`config.mk`:
```
export PLATFORM = sky130hd
export DESIGN_NAME = biquad_cascade_q14_top
export DESIGN_NICKNAME = d
export VERILOG_FILES = /design/src/hw/rtl/bqc_pkg.sv /design/src/hw/rtl/biquad_cascade_q14_top.sv /design/src/hw/rtl/bqc_mac.sv
export SDC_FILE = /design/constraint.sdc
export NUM_CORES = 2
export LEC_CHECK = 0
export ABC_AREA = 1
export BUFFER_PORTS_ARGS = -buffer_cell sky130_fd_sc_hd__buf_4
export CAP_MARGIN = 40
export CORE_UTILIZATION = 40
export DETAILED_ROUTE_END_ITERATION = 8
export PLACE_DENSITY_LB_ADDON = 0.12
export SETUP_SLACK_MARGIN = 0.2
export SKIP_CTS_REPAIR_TIMING = 1
export SYNTH_ARGS = -nofsm -noshare
export SYNTH_HDL_FRONTEND = slang
export SYNTH_HIERARCHICAL = 1
export SYNTH_SLANG_ARGS = --single-unit
```
`constraint.sdc`:
```
create_clock -name i_clk -period 15.21 [get_ports i_clk]
set_input_delay 2.2815 -clock i_clk [delete_from_list [all_inputs] [get_ports i_clk]]
set_output_delay 2.2815 -clock i_clk [all_outputs]
set_load 0.01 [all_outputs]
```
`src/hw/rtl/bqc_pkg.sv`:
```
package bqc_pkg;

    localparam int STAGES     = 4;
    localparam int SLOTS      = 5;
    localparam int STAGE_W    = (STAGES > 1) ? $clog2(STAGES) : 1;
    localparam int CNT_W      = $clog2(STAGES + 1);
    localparam int DATA_W     = 16;
    localparam int PROD_W     = 2 * DATA_W;
    localparam int ACC_W      = PROD_W + 3;
    localparam int COEF_SHIFT = 14;
    localparam int SHR_W      = ACC_W - COEF_SHIFT;

    localparam logic [2:0] ACTIVE_RESET = 3'd4;

    localparam logic [2:0] SLOT_B0 = 3'd0;
    localparam logic [2:0] SLOT_B1 = 3'd1;
    localparam logic [2:0] SLOT_B2 = 3'd2;
    localparam logic [2:0] SLOT_A1 = 3'd3;
    localparam logic [2:0] SLOT_A2 = 3'd4;

    localparam logic REQ_SAMPLE = 1'b0;
    localparam logic REQ_COEF   = 1'b1;

    localparam logic signed [DATA_W-1:0] SAT_MAX = 16'sd32767;
    localparam logic signed [DATA_W-1:0] SAT_MIN = -16'sd32768;

    typedef struct packed {
        logic clr;
        logic mul_en;
        logic acc_en;
        logic sub;
    } t_mac_ctl;

    function automatic logic signed [DATA_W-1:0] sat16(input logic signed [SHR_W-1:0] v);
        logic signed [SHR_W-1:0] hi;
        logic signed [SHR_W-1:0] lo;
        hi = SHR_W'(SAT_MAX);
        lo = SHR_W'(SAT_MIN);
        if (v > hi) begin
            return SAT_MAX;
        end else if (v < lo) begin
            return SAT_MIN;
        end
        return v[DATA_W-1:0];
    endfunction

endpackage

```
`src/hw/rtl/biquad_cascade_q14_top.sv`:
```
// channel   direction  handshake          payload
// input     in         i_valid / o_ready  i_req_type i_sample_in i_coef_stage i_coef_slot
//                                         i_coef_value
// output    out        o_valid / i_ready  o_filt_out
// config    in         i_cfg_we           i_cfg_wdata (active_stages)
//
// A coefficient beat is written directly while the sequencer stays idle. A sample beat
// runs five taps through the one shared multiplier, one drain and one writeback per
// active section.
// o_ready is high only while the sequencer is idle.
// Reset clears coefficients, history and sets active_stages to 4.
// A waiting result stalls only the final step of the next sample.
module biquad_cascade_q14_top
    import bqc_pkg::*;
(
    input  logic                     i_clk,
    input  logic                     i_rst_n,
    input  logic                     i_valid,
    output logic                     o_ready,
    input  logic                     i_req_type,
    input  logic signed [DATA_W-1:0] i_sample_in,
    input  logic [1:0]               i_coef_stage,
    input  logic [2:0]               i_coef_slot,
    input  logic signed [DATA_W-1:0] i_coef_value,
    output logic                     o_valid,
    input  logic                     i_ready,
    output logic signed [DATA_W-1:0] o_filt_out,
    input  logic                     i_cfg_we,
    input  logic [2:0]               i_cfg_wdata
);

    localparam logic [2:0] S_IDLE = 3'd0;
    localparam logic [2:0] S_MUL  = 3'd1;
    localparam logic [2:0] S_LAST = 3'd2;
    localparam logic [2:0] S_WB   = 3'd3;
    localparam logic [2:0] S_DONE = 3'd4;

    logic [2:0]               r_state;
    logic [2:0]               n_state;
    logic [2:0]               r_tap;
    logic [CNT_W-1:0]         r_stage;
    logic [2:0]               r_active;
    logic signed [DATA_W-1:0] r_x;
    logic                     r_out_valid;
    logic signed [DATA_W-1:0] r_out;

    logic signed [DATA_W-1:0] r_coef [STAGES][SLOTS];
    logic signed [DATA_W-1:0] r_xh1  [STAGES];
    logic signed [DATA_W-1:0] r_xh2  [STAGES];
    logic signed [DATA_W-1:0] r_yh1  [STAGES];
    logic signed [DATA_W-1:0] r_yh2  [STAGES];

    logic                     in_acc;
    logic                     out_free;
    logic [7:0]               n_eff;
    logic [7:0]               stage_next;
    logic [STAGE_W-1:0]       sidx;
    logic                     coef_ok;
    t_mac_ctl                 mac_ctl;
    logic signed [DATA_W-1:0] mac_coef;
    logic signed [DATA_W-1:0] mac_op;
    logic signed [ACC_W-1:0]  acc;
    logic signed [DATA_W-1:0] y;

    assign o_ready    = (r_state == S_IDLE);
    assign in_acc     = i_valid && o_ready;
    assign out_free   = !r_out_valid || i_ready;
    assign n_eff      = (32'(r_active) > STAGES) ? 8'(STAGES) : 8'(r_active);
    assign stage_next = 8'(r_stage) + 8'd1;
    assign sidx       = r_stage[STAGE_W-1:0];
    assign coef_ok    = (32'(i_coef_stage) < STAGES) && (32'(i_coef_slot) < SLOTS);
    assign y          = sat16(acc[ACC_W-1:COEF_SHIFT]);

    always_comb begin
        case (r_tap)
            SLOT_B0: mac_op = r_x;
            SLOT_B1: mac_op = r_xh1[sidx];
            SLOT_B2: mac_op = r_xh2[sidx];
            SLOT_A1: mac_op = r_yh1[sidx];
            SLOT_A2: mac_op = r_yh2[sidx];
            default: mac_op = '0;
        endcase
        mac_coef = (32'(r_tap) < SLOTS) ? r_coef[sidx][r_tap] : '0;
    end

    always_comb begin
        mac_ctl = '0;
        case (r_state)
            S_MUL: begin
                mac_ctl.mul_en = 1'b1;
                mac_ctl.clr    = (r_tap == SLOT_B0);
                mac_ctl.acc_en = (r_tap != SLOT_B0);
                mac_ctl.sub    = (r_tap == SLOT_A2);
            end
            S_LAST: begin
                mac_ctl.acc_en = 1'b1;
                mac_ctl.sub    = 1'b1;
            end
            default: mac_ctl = '0;
        endcase
    end

    bqc_mac u_mac (
        .i_clk     (i_clk),
        .i_rst_n   (i_rst_n),
        .i_ctl     (mac_ctl),
        .i_coef    (mac_coef),
        .i_operand (mac_op),
        .o_acc     (acc)
    );

    always_comb begin
        n_state = r_state;
        case (r_state)
            S_IDLE: begin
                if (in_acc && i_req_type == REQ_SAMPLE) begin
                    n_state = (n_eff == 8'd0) ? S_DONE : S_MUL;
                end
            end
            S_MUL:  n_state = (r_tap == SLOT_A2) ? S_LAST : S_MUL;
            S_LAST: n_state = S_WB;
            S_WB:   n_state = (stage_next == n_eff) ? S_DONE : S_MUL;
            S_DONE: n_state = out_free ? S_IDLE : S_DONE;
            default: n_state = S_IDLE;
        endcase
    end

    always_ff @(posedge i_clk) begin
        if (!i_rst_n) begin
            r_state     <= S_IDLE;
            r_tap       <= SLOT_B0;
            r_stage     <= '0;
            r_active    <= ACTIVE_RESET;
            r_out_valid <= 1'b0;
        end else begin
            r_state <= n_state;
            if (i_cfg_we) begin
                r_active <= i_cfg_wdata;
            end
            case (r_state)
                S_IDLE: begin
                    r_tap   <= SLOT_B0;
                    r_stage <= '0;
                end
                S_MUL:  r_tap <= r_tap + 3'd1;
                S_WB: begin
                    r_tap   <= SLOT_B0;
                    r_stage <= r_stage + CNT_W'(1);
                end
                default: r_tap <= r_tap;
            endcase
            if (r_state == S_DONE && out_free) begin
                r_out_valid <= 1'b1;
            end else if (i_ready) begin
                r_out_valid <= 1'b0;
            end
        end
    end

    always_ff @(posedge i_clk) begin
        if (in_acc && i_req_type == REQ_SAMPLE) begin
            r_x <= i_sample_in;
        end else if (r_state == S_WB) begin
            r_x <= y;
        end
        if (r_state == S_DONE && out_free) begin
            r_out <= r_x;
        end
    end

    always_ff @(posedge i_clk) begin
        if (!i_rst_n) begin
            for (int s = 0; s < STAGES; s++) begin
                for (int k = 0; k < SLOTS; k++) begin
                    r_coef[s][k] <= '0;
                end
                r_xh1[s] <= '0;
                r_xh2[s] <= '0;
                r_yh1[s] <= '0;
                r_yh2[s] <= '0;
            end
        end else begin
            if (in_acc && i_req_type == REQ_COEF && coef_ok) begin
                r_coef[STAGE_W'(i_coef_stage)][i_coef_slot] <= i_coef_value;
            end
            if (r_state == S_WB) begin
                r_xh2[sidx] <= r_xh1[sidx];
                r_xh1[sidx] <= r_x;
                r_yh2[sidx] <= r_yh1[sidx];
                r_yh1[sidx] <= y;
            end
        end
    end

    assign o_valid    = r_out_valid;
    assign o_filt_out = r_out;

endmodule

```
`src/hw/rtl/bqc_mac.sv`:
```
module bqc_mac
    import bqc_pkg::*;
(
    input  logic                     i_clk,
    input  logic                     i_rst_n,
    input  t_mac_ctl                 i_ctl,
    input  logic signed [DATA_W-1:0] i_coef,
    input  logic signed [DATA_W-1:0] i_operand,
    output logic signed [ACC_W-1:0]  o_acc
);

    logic signed [PROD_W-1:0] r_prod;
    logic signed [ACC_W-1:0]  r_acc;
    logic signed [ACC_W-1:0]  n_acc;
    logic signed [ACC_W-1:0]  prod_ext;

    assign prod_ext = ACC_W'(r_prod);

    always_comb begin
        n_acc = r_acc;
        if (i_ctl.clr) begin
            n_acc = '0;
        end else if (i_ctl.acc_en) begin
            n_acc = i_ctl.sub ? (r_acc - prod_ext) : (r_acc + prod_ext);
        end
    end

    always_ff @(posedge i_clk) begin
        if (i_ctl.mul_en) begin
            r_prod <= i_coef * i_operand;
        end
    end

    always_ff @(posedge i_clk) begin
        if (!i_rst_n) begin
            r_acc <= '0;
        end else begin
            r_acc <= n_acc;
        end
    end

    assign o_acc = r_acc;

endmodule
```
-- After elaboration in Yosys (flattened, before gate mapping)
Memories as Yosys holds them, arrays and structs flattened. A register that Yosys moved wholly into a read port is not among the register bits.
Index checks and enable logic that the tools add are counted.
- logic and storage cells: 125
- bits of input ports: 46
- bits in registers: 112
- memories kept: 5
- output and inout port bits: 18
- memory bits (writable): 576
- mux-type cells: 60
- reduce and logical (&&, ||, !) cells: 23
- add/sub/neg operators: 5
- $lt $le $gt $ge: 8
- multiply operators: 1
- equality and inequality tests: 10
- bitwise operators: 4
- memories (name ; depth ; bits a word ; rd ports ; clocked after Yosys merged registers in ; write ports ; RTL line ; text):
    r_coef ; 4 ; 80 ; 1 ; 1 ; 4 ; biquad_cascade_q14_top.sv:47 ; logic signed [DATA_W-1:0] r_coef [STAGES][SLOTS];
    r_xh1 ; 4 ; 16 ; 1 ; 1 ; 4 ; biquad_cascade_q14_top.sv:48 ; logic signed [DATA_W-1:0] r_xh1 [STAGES];
    r_xh2 ; 4 ; 16 ; 1 ; 1 ; 4 ; biquad_cascade_q14_top.sv:49 ; logic signed [DATA_W-1:0] r_xh2 [STAGES];
    r_yh1 ; 4 ; 16 ; 1 ; 1 ; 4 ; biquad_cascade_q14_top.sv:50 ; logic signed [DATA_W-1:0] r_yh1 [STAGES];
    r_yh2 ; 4 ; 16 ; 1 ; 1 ; 4 ; biquad_cascade_q14_top.sv:51 ; logic signed [DATA_W-1:0] r_yh2 [STAGES];
- operator list (kind ; number):
    80-bit 2-to-1 mux ; 3
    16-bit 2-to-1 mux ; 13
    16-bit case mux with 5 select lines ; 1
    80-bit OR reduction ; 1
    16-bit OR reduction ; 4
    16-bit binary-select mux with 3-bit select ; 1
    16-bit demux with 3-bit select ; 1
    35-bit by 32-bit adder with 35-bit output ; 1
    35-bit 2-to-1 mux ; 1
    35-bit by 32-bit subtractor with 35-bit output ; 1
    2-bit 2-to-1 mux ; 17
    16-bit by 16-bit multiplier with 32-bit output ; 1
    21-bit by 16-bit > comparator with 1-bit output, second input constant ; 1
    21-bit by 16-bit less-than comparator with 1-bit output, second input constant ; 1
    3-bit 2-to-1 mux ; 5
    3-bit case mux with 5 select lines ; 1
    1-bit 2-to-1 mux ; 14
    3-bit by 2-bit equality test with 1-bit output, second input constant ; 4
    3-bit case mux with 2 select lines ; 2
    4-bit >= comparator, second input constant ; 2
    8-bit zero test ; 1
    3-bit inverter with 4-bit output ; 2
    2-bit nonzero test ; 4
    3-bit by 1-bit adder with 3-bit output, second input constant ; 2
    16 further kinds ; 27

-- Longest topological paths before layout
- depth in word-level cells: 9
- depth in mapped cells: 39
- gate-level depth less buffers: 34

-- Cells and area by module
The synthesis kept the hierarchy.
- by module, submodules not included (module ; seq. area each (um2) ; area an instance (um2) ; times used ; cells an instance):
    biquad_cascade_q14_top ; 18557.8 ; 29346.9 ; 1 ; 3159
    bqc_mac ; 1661.6 ; 15833.9 ; 1 ; 2162

-- Least setup slack after synthesis
No wires, ideal clock.
- path type: register -> register
- start point: register r_tap[0]
- end point: register u_mac.r_prod[31] (data pin)
- path slack: 7903 ps
- setup time: 252 ps
- required time: 14958 ps
- buffers on the path: 6
- cell stages (with the launch flop): 29
- clock period less this slack: 7307 ps
- data arrival time: 7055 ps
- cell sequence: dfxtp_1 buf_2 inv_1 clkbuf_1 clkbuf_1 ha_1 inv_1 nor2_1 clkbuf_1 nand3_1 nand4_1 clkbuf_1 clkbuf_1 nand2_1 fa_1 inv_1 fa_1 fa_1 fa_1 fa_1 fa_1 ha_1 a21oi_1 o21ai_0 a221oi_1 o21a_1 nand2_1 nand2_1 nand2_1
- elaborated cells on any way between the ends: 13
- those cells by class: 1 x mul; 1 x order compare; 4 x eq/ne; 5 x mux; 1 x bitwise; 1 x reduce/logical
- RTL lines (element ; RTL line ; text):
    from (decl) ; biquad_cascade_q14_top.sv:40 ; logic [2:0] r_tap;
    from (signal assigned) ; biquad_cascade_q14_top.sv:145 ; S_MUL: r_tap <= r_tap + 3'd1;
    from (signal assigned) ; biquad_cascade_q14_top.sv:150 ; default: r_tap <= r_tap;
    3-bit equality test (tied with other cells) ; biquad_cascade_q14_top.sv:75 ; case (r_tap)
    16-bit case mux with 5 select lines * ; biquad_cascade_q14_top.sv:75 ;
    net mac_op[6] ; biquad_cascade_q14_top.sv:61 ; logic signed [DATA_W-1:0] mac_op;
    16-bit by 16-bit multiplier with 32-bit output * ; bqc_mac.sv:30 ; r_prod <= i_coef * i_operand;
    to (signal assigned) ; bqc_mac.sv:30 ;
    to (decl) ; bqc_mac.sv:12 ; logic signed [PROD_W-1:0] r_prod;
Mark *: on every way through the listed nets, which the timed path passes. The rest lies on a longest branch. The select of a mux whose other input is x is not followed.
A chain may end at the register's enable or synchronous reset.

==> results by group <==
Run status
  • Outcome: completed

Clocking
  • Max Root-Sink Buffers: 3
  • CTS sink cnt: 690
  • Skew-Pair Late Insertion Delay: about 660 ps
  • TritonCTS buffer count: between 80 and 90
  • Clk Tree Root Cell: clkbuf_16
  • CTS tree: yes
  • Number of H-tree levels: 3
  • Clock transition at path regs: 70 ps

Place
  • DP Worst Slack: 6350 ps
  • Number of I/O port buffers: 63
  • GP Congestion: about 0.9
  • Hpwl dp: 92.0 mm
  • Placed cell area: ~48000 um2

Global route
  • GR met1 Demand/Resource: approximately 34%
  • Initial antenna violation count: 2
  • Vias in the first global route: between 30000 and 40000
  • Largest net degree at the start of global routing: around 150
  • Top Usage Layer GRT: met2
  • First-pass GRT wire length: roughly 210 mm
  • Met3 Usage GRT: about 4.3%
  • M2 GR Usage: a little under two fifths
  • Overall routing resource usage: 24.1%
  • Total grt overflow: 0

STA
  • Final setup TNS: 0 ps
  • Relative slew slack: between 30% and 40%
  • Fmax: roughly 110 MHz
  • Fin. Hold Viols: 0
  • Fin crit share: 58.2%
  • Worst-margin pin slew: 930 ps
  • Final Max Tran Viols: 0
  • RSZ-0062 raised after global routing: false
  • PnR worst setup slack: approximately 6400 ps
  • Final setup viols: 0
  • Clk_skew: 30.8 ps
  • Tmin final: slightly below 9000 ps

Synth
  • FF+latch count, synth: between 600 and 700
  • Post-synthesis instance total: around 5300
  • Yosys warns: 6
  • Leading area contributor after synthesis: edfxtp_1
  • Synth top area cells: edfxtp_1 (43%), fa_1 (12%), nand2_1 (11%)
  • Mapped cell area: ~45000 um2
  • Number of synthesized flops with an enable pin: 640
  • Mapped Avg Cell Area: 8.49 um2
  • Share of the synthesized area in the top cell type: roughly 43%
  • Ys async rst share: 0%
  • Yosys cell types: 58
  • Sequential area share after synthesis: between 40% and 50%
  • Top FF cell, synth: edfxtp_1
  • Mapped Nets: ~5800
  • Synth top cells by count: nand2_1 (1297), inv_1 (954), nor2_1 (797)
  • Most frequent cell after synthesis: nand2_1

Floorplanning
  • Full die area: ~110000 um2
  • FP Rows: between 100 and 150
  • Initial core utilization: between 40% and 50%
  • I/O pin total: 64
  • Die X: about 340 um
  • Core area: approximately 110000 um2
  • Chip Height: between 300 and 400 um

Setup path
  • Slowest cell on crit path: dfxtp_4
  • Worst Setup EP: u_mac/r_prod[26]
  • Buffers & Inverters on Critical Path: 8
  • Setup Crit Path Kind: flip-flop to flip-flop
  • Crit. End Element: flip-flop
  • CP Launch Type: flip-flop
  • Critical Path Max Stage Delay: 760 ps
  • R2R depth: 33
  • Critical Path Stages: 33
  • Peak fanout along the critical path: 119
  • Worst EP arrival: 9260 ps
  • Kind of cell adding the most delay to the critical path: adder cells
  • CP dominant cell by count: nand2_1
  • CP required: 15620 ps
  • Reg-to-Reg End: u_mac/r_prod[26]
  • Reg2Reg Setup Slack: 6360 ps

Route
  • Routed len/inst: about 20 um
  • Pre-antenna DRT Iters: 5
  • Vias per cell: between 5 and 6
  • DR iter-0 viols: ~2700
  • Post-route DRC: 0
  • Routed WL: 136 mm
  • Post-DRT Antenna Nets: 0
  • DR vias: about 34000

Job
  • Max_cap viols: 0

Power and ir drop
  • P_leak: 0.0237 uW
  • Maximum VDD drop: 0.321 mV
  • Power, Total: 10000 uW
  • PwrDens: roughly 200 nW/um2

Final layout
  • Ant. Diodes: 0
  • Design area: 50200 um2
  • Core Util, Final: a little under half
  • Area grow syn2layout: 11.2%
  • Ratio of cells with drive above 1 in the final layout: under 10%
  • Nets: between 5000 and 6000

Min path
  • Hold WC Path Type: flip-flop to flip-flop
==> logic make-up after synthesis <==
group,count (synthesis),share of synthesized area [%]
compound gates,321,3.97
fa+ha+maj,386,15.1
flops,690,44.8
simple gates,2610,24.1
xor+xnor,80,1.55
buf+inv,1234,10.6
==> flip-flops by register name, indices dropped and copies added (netlist names), 32 cells and up, named ones only <==
| name | cells |
|---|---|
| u_mac/r_prod | 32 |
| r_coef | 320 |
| r_xh2 | 64 |
| r_xh1 | 64 |
| r_yh2 | 64 |
| r_yh1 | 64 |
| u_mac/o_acc | 35 |
==> through the flow <==
stage,std cells,hold WS [ps]
2_1_floorplan,5321,426
3_3_place_gp,6648,469
3_5_place_dp,6686,491
4_1_cts,6837,502
5_1_grt,6837,520
6_report,6837,498
==> where the power goes <==
group	switching [uW]	internal (uW)
registers	51.7	2400
clock network	827	1120
logic	3600	2010
total	4470	5540
==> worst min-delay path by stage <==
stage / start / to / slack, ps / depth (start not counted)
global route: u_mac/o_acc[12] / u_mac/o_acc[12] / 520 / 2
CTS: r_tap[2] / r_tap[2] / 500 / 2
floorplan: r_x[0] / o_filt_out[0] / 430 / 0
global placement: u_mac/o_acc[12] / u_mac/o_acc[12] / 470 / 2
finish: r_stage[2] / r_stage[2] / 500 / 2
detailed placement: r_active[1] / r_active[1] / 490 / 2
==> cells in the final DEF (no fill, tap or decap), types with 4 or more instances in the layout <==
cell type,synthesis,routed
a21oi_1,80,80
clkbuf_1,187,14
o211ai_1,5,5
fa_1,263,263
inv_1,954,953
nor3_1,10,10
bufinv_16,0,7
ha_1,123,123
clkinv_2,0,13
buf_6,11,4
and2_1,30,30
nand3b_1,6,6
or2_2,8,8
o21ai_1,11,12
clkinv_1,2,24
clkbuf_16,0,83
nand4_4,10,10
inv_2,6,5
edfxtp_1,640,640
nand4_1,36,36
o22ai_1,33,33
o21bai_1,7,7
buf_16,0,16
nand3_1,344,343
nor2_2,45,46
buf_4,0,107
xnor2_1,19,19
nand4_2,6,6
buf_12,1,5
buf_8,0,17
o21ai_0,147,145
dfxtp_1,50,48
nor2_1,797,796
nand2_2,4,6
nand2_1,1297,1292
xor2_1,61,61
a21o_1,11,11
==> routing by layer <==
layer | routed length [um] | part of all wire, %
met1 | 62300 | 46
met4 | 3370 | 2.5
met2 | 60700 | 45
met3 | 9180 | 6.8
met5 | 13 | 0.0096
==> area by class of cell <==
cell class / instances / area (um2)
Clock buffer: 97 / 2130
Clock inverter: 54 / 485
Fill cell: 11000 / 61100
Inverter: 962 / 3620
Multi-Input combinational cell: 3397 / 20300
Sequential cell: 690 / 20200
Tap cell: 1488 / 1860
Timing Repair Buffer: 149 / 1640
==> worst reg2reg max path: cells and delay by family (launching register included) <==
kind / cells / cell delay (ps)
buffers and inverters: 8 / 1610
and+or+nand+nor: 14 / 2050
AOI/OAI and AO/OA: 4 / 880
adders and majority gates: 7 / 3300
DFF: 1 / 760
No activity file was read; power rests on OpenSTA's default activity.
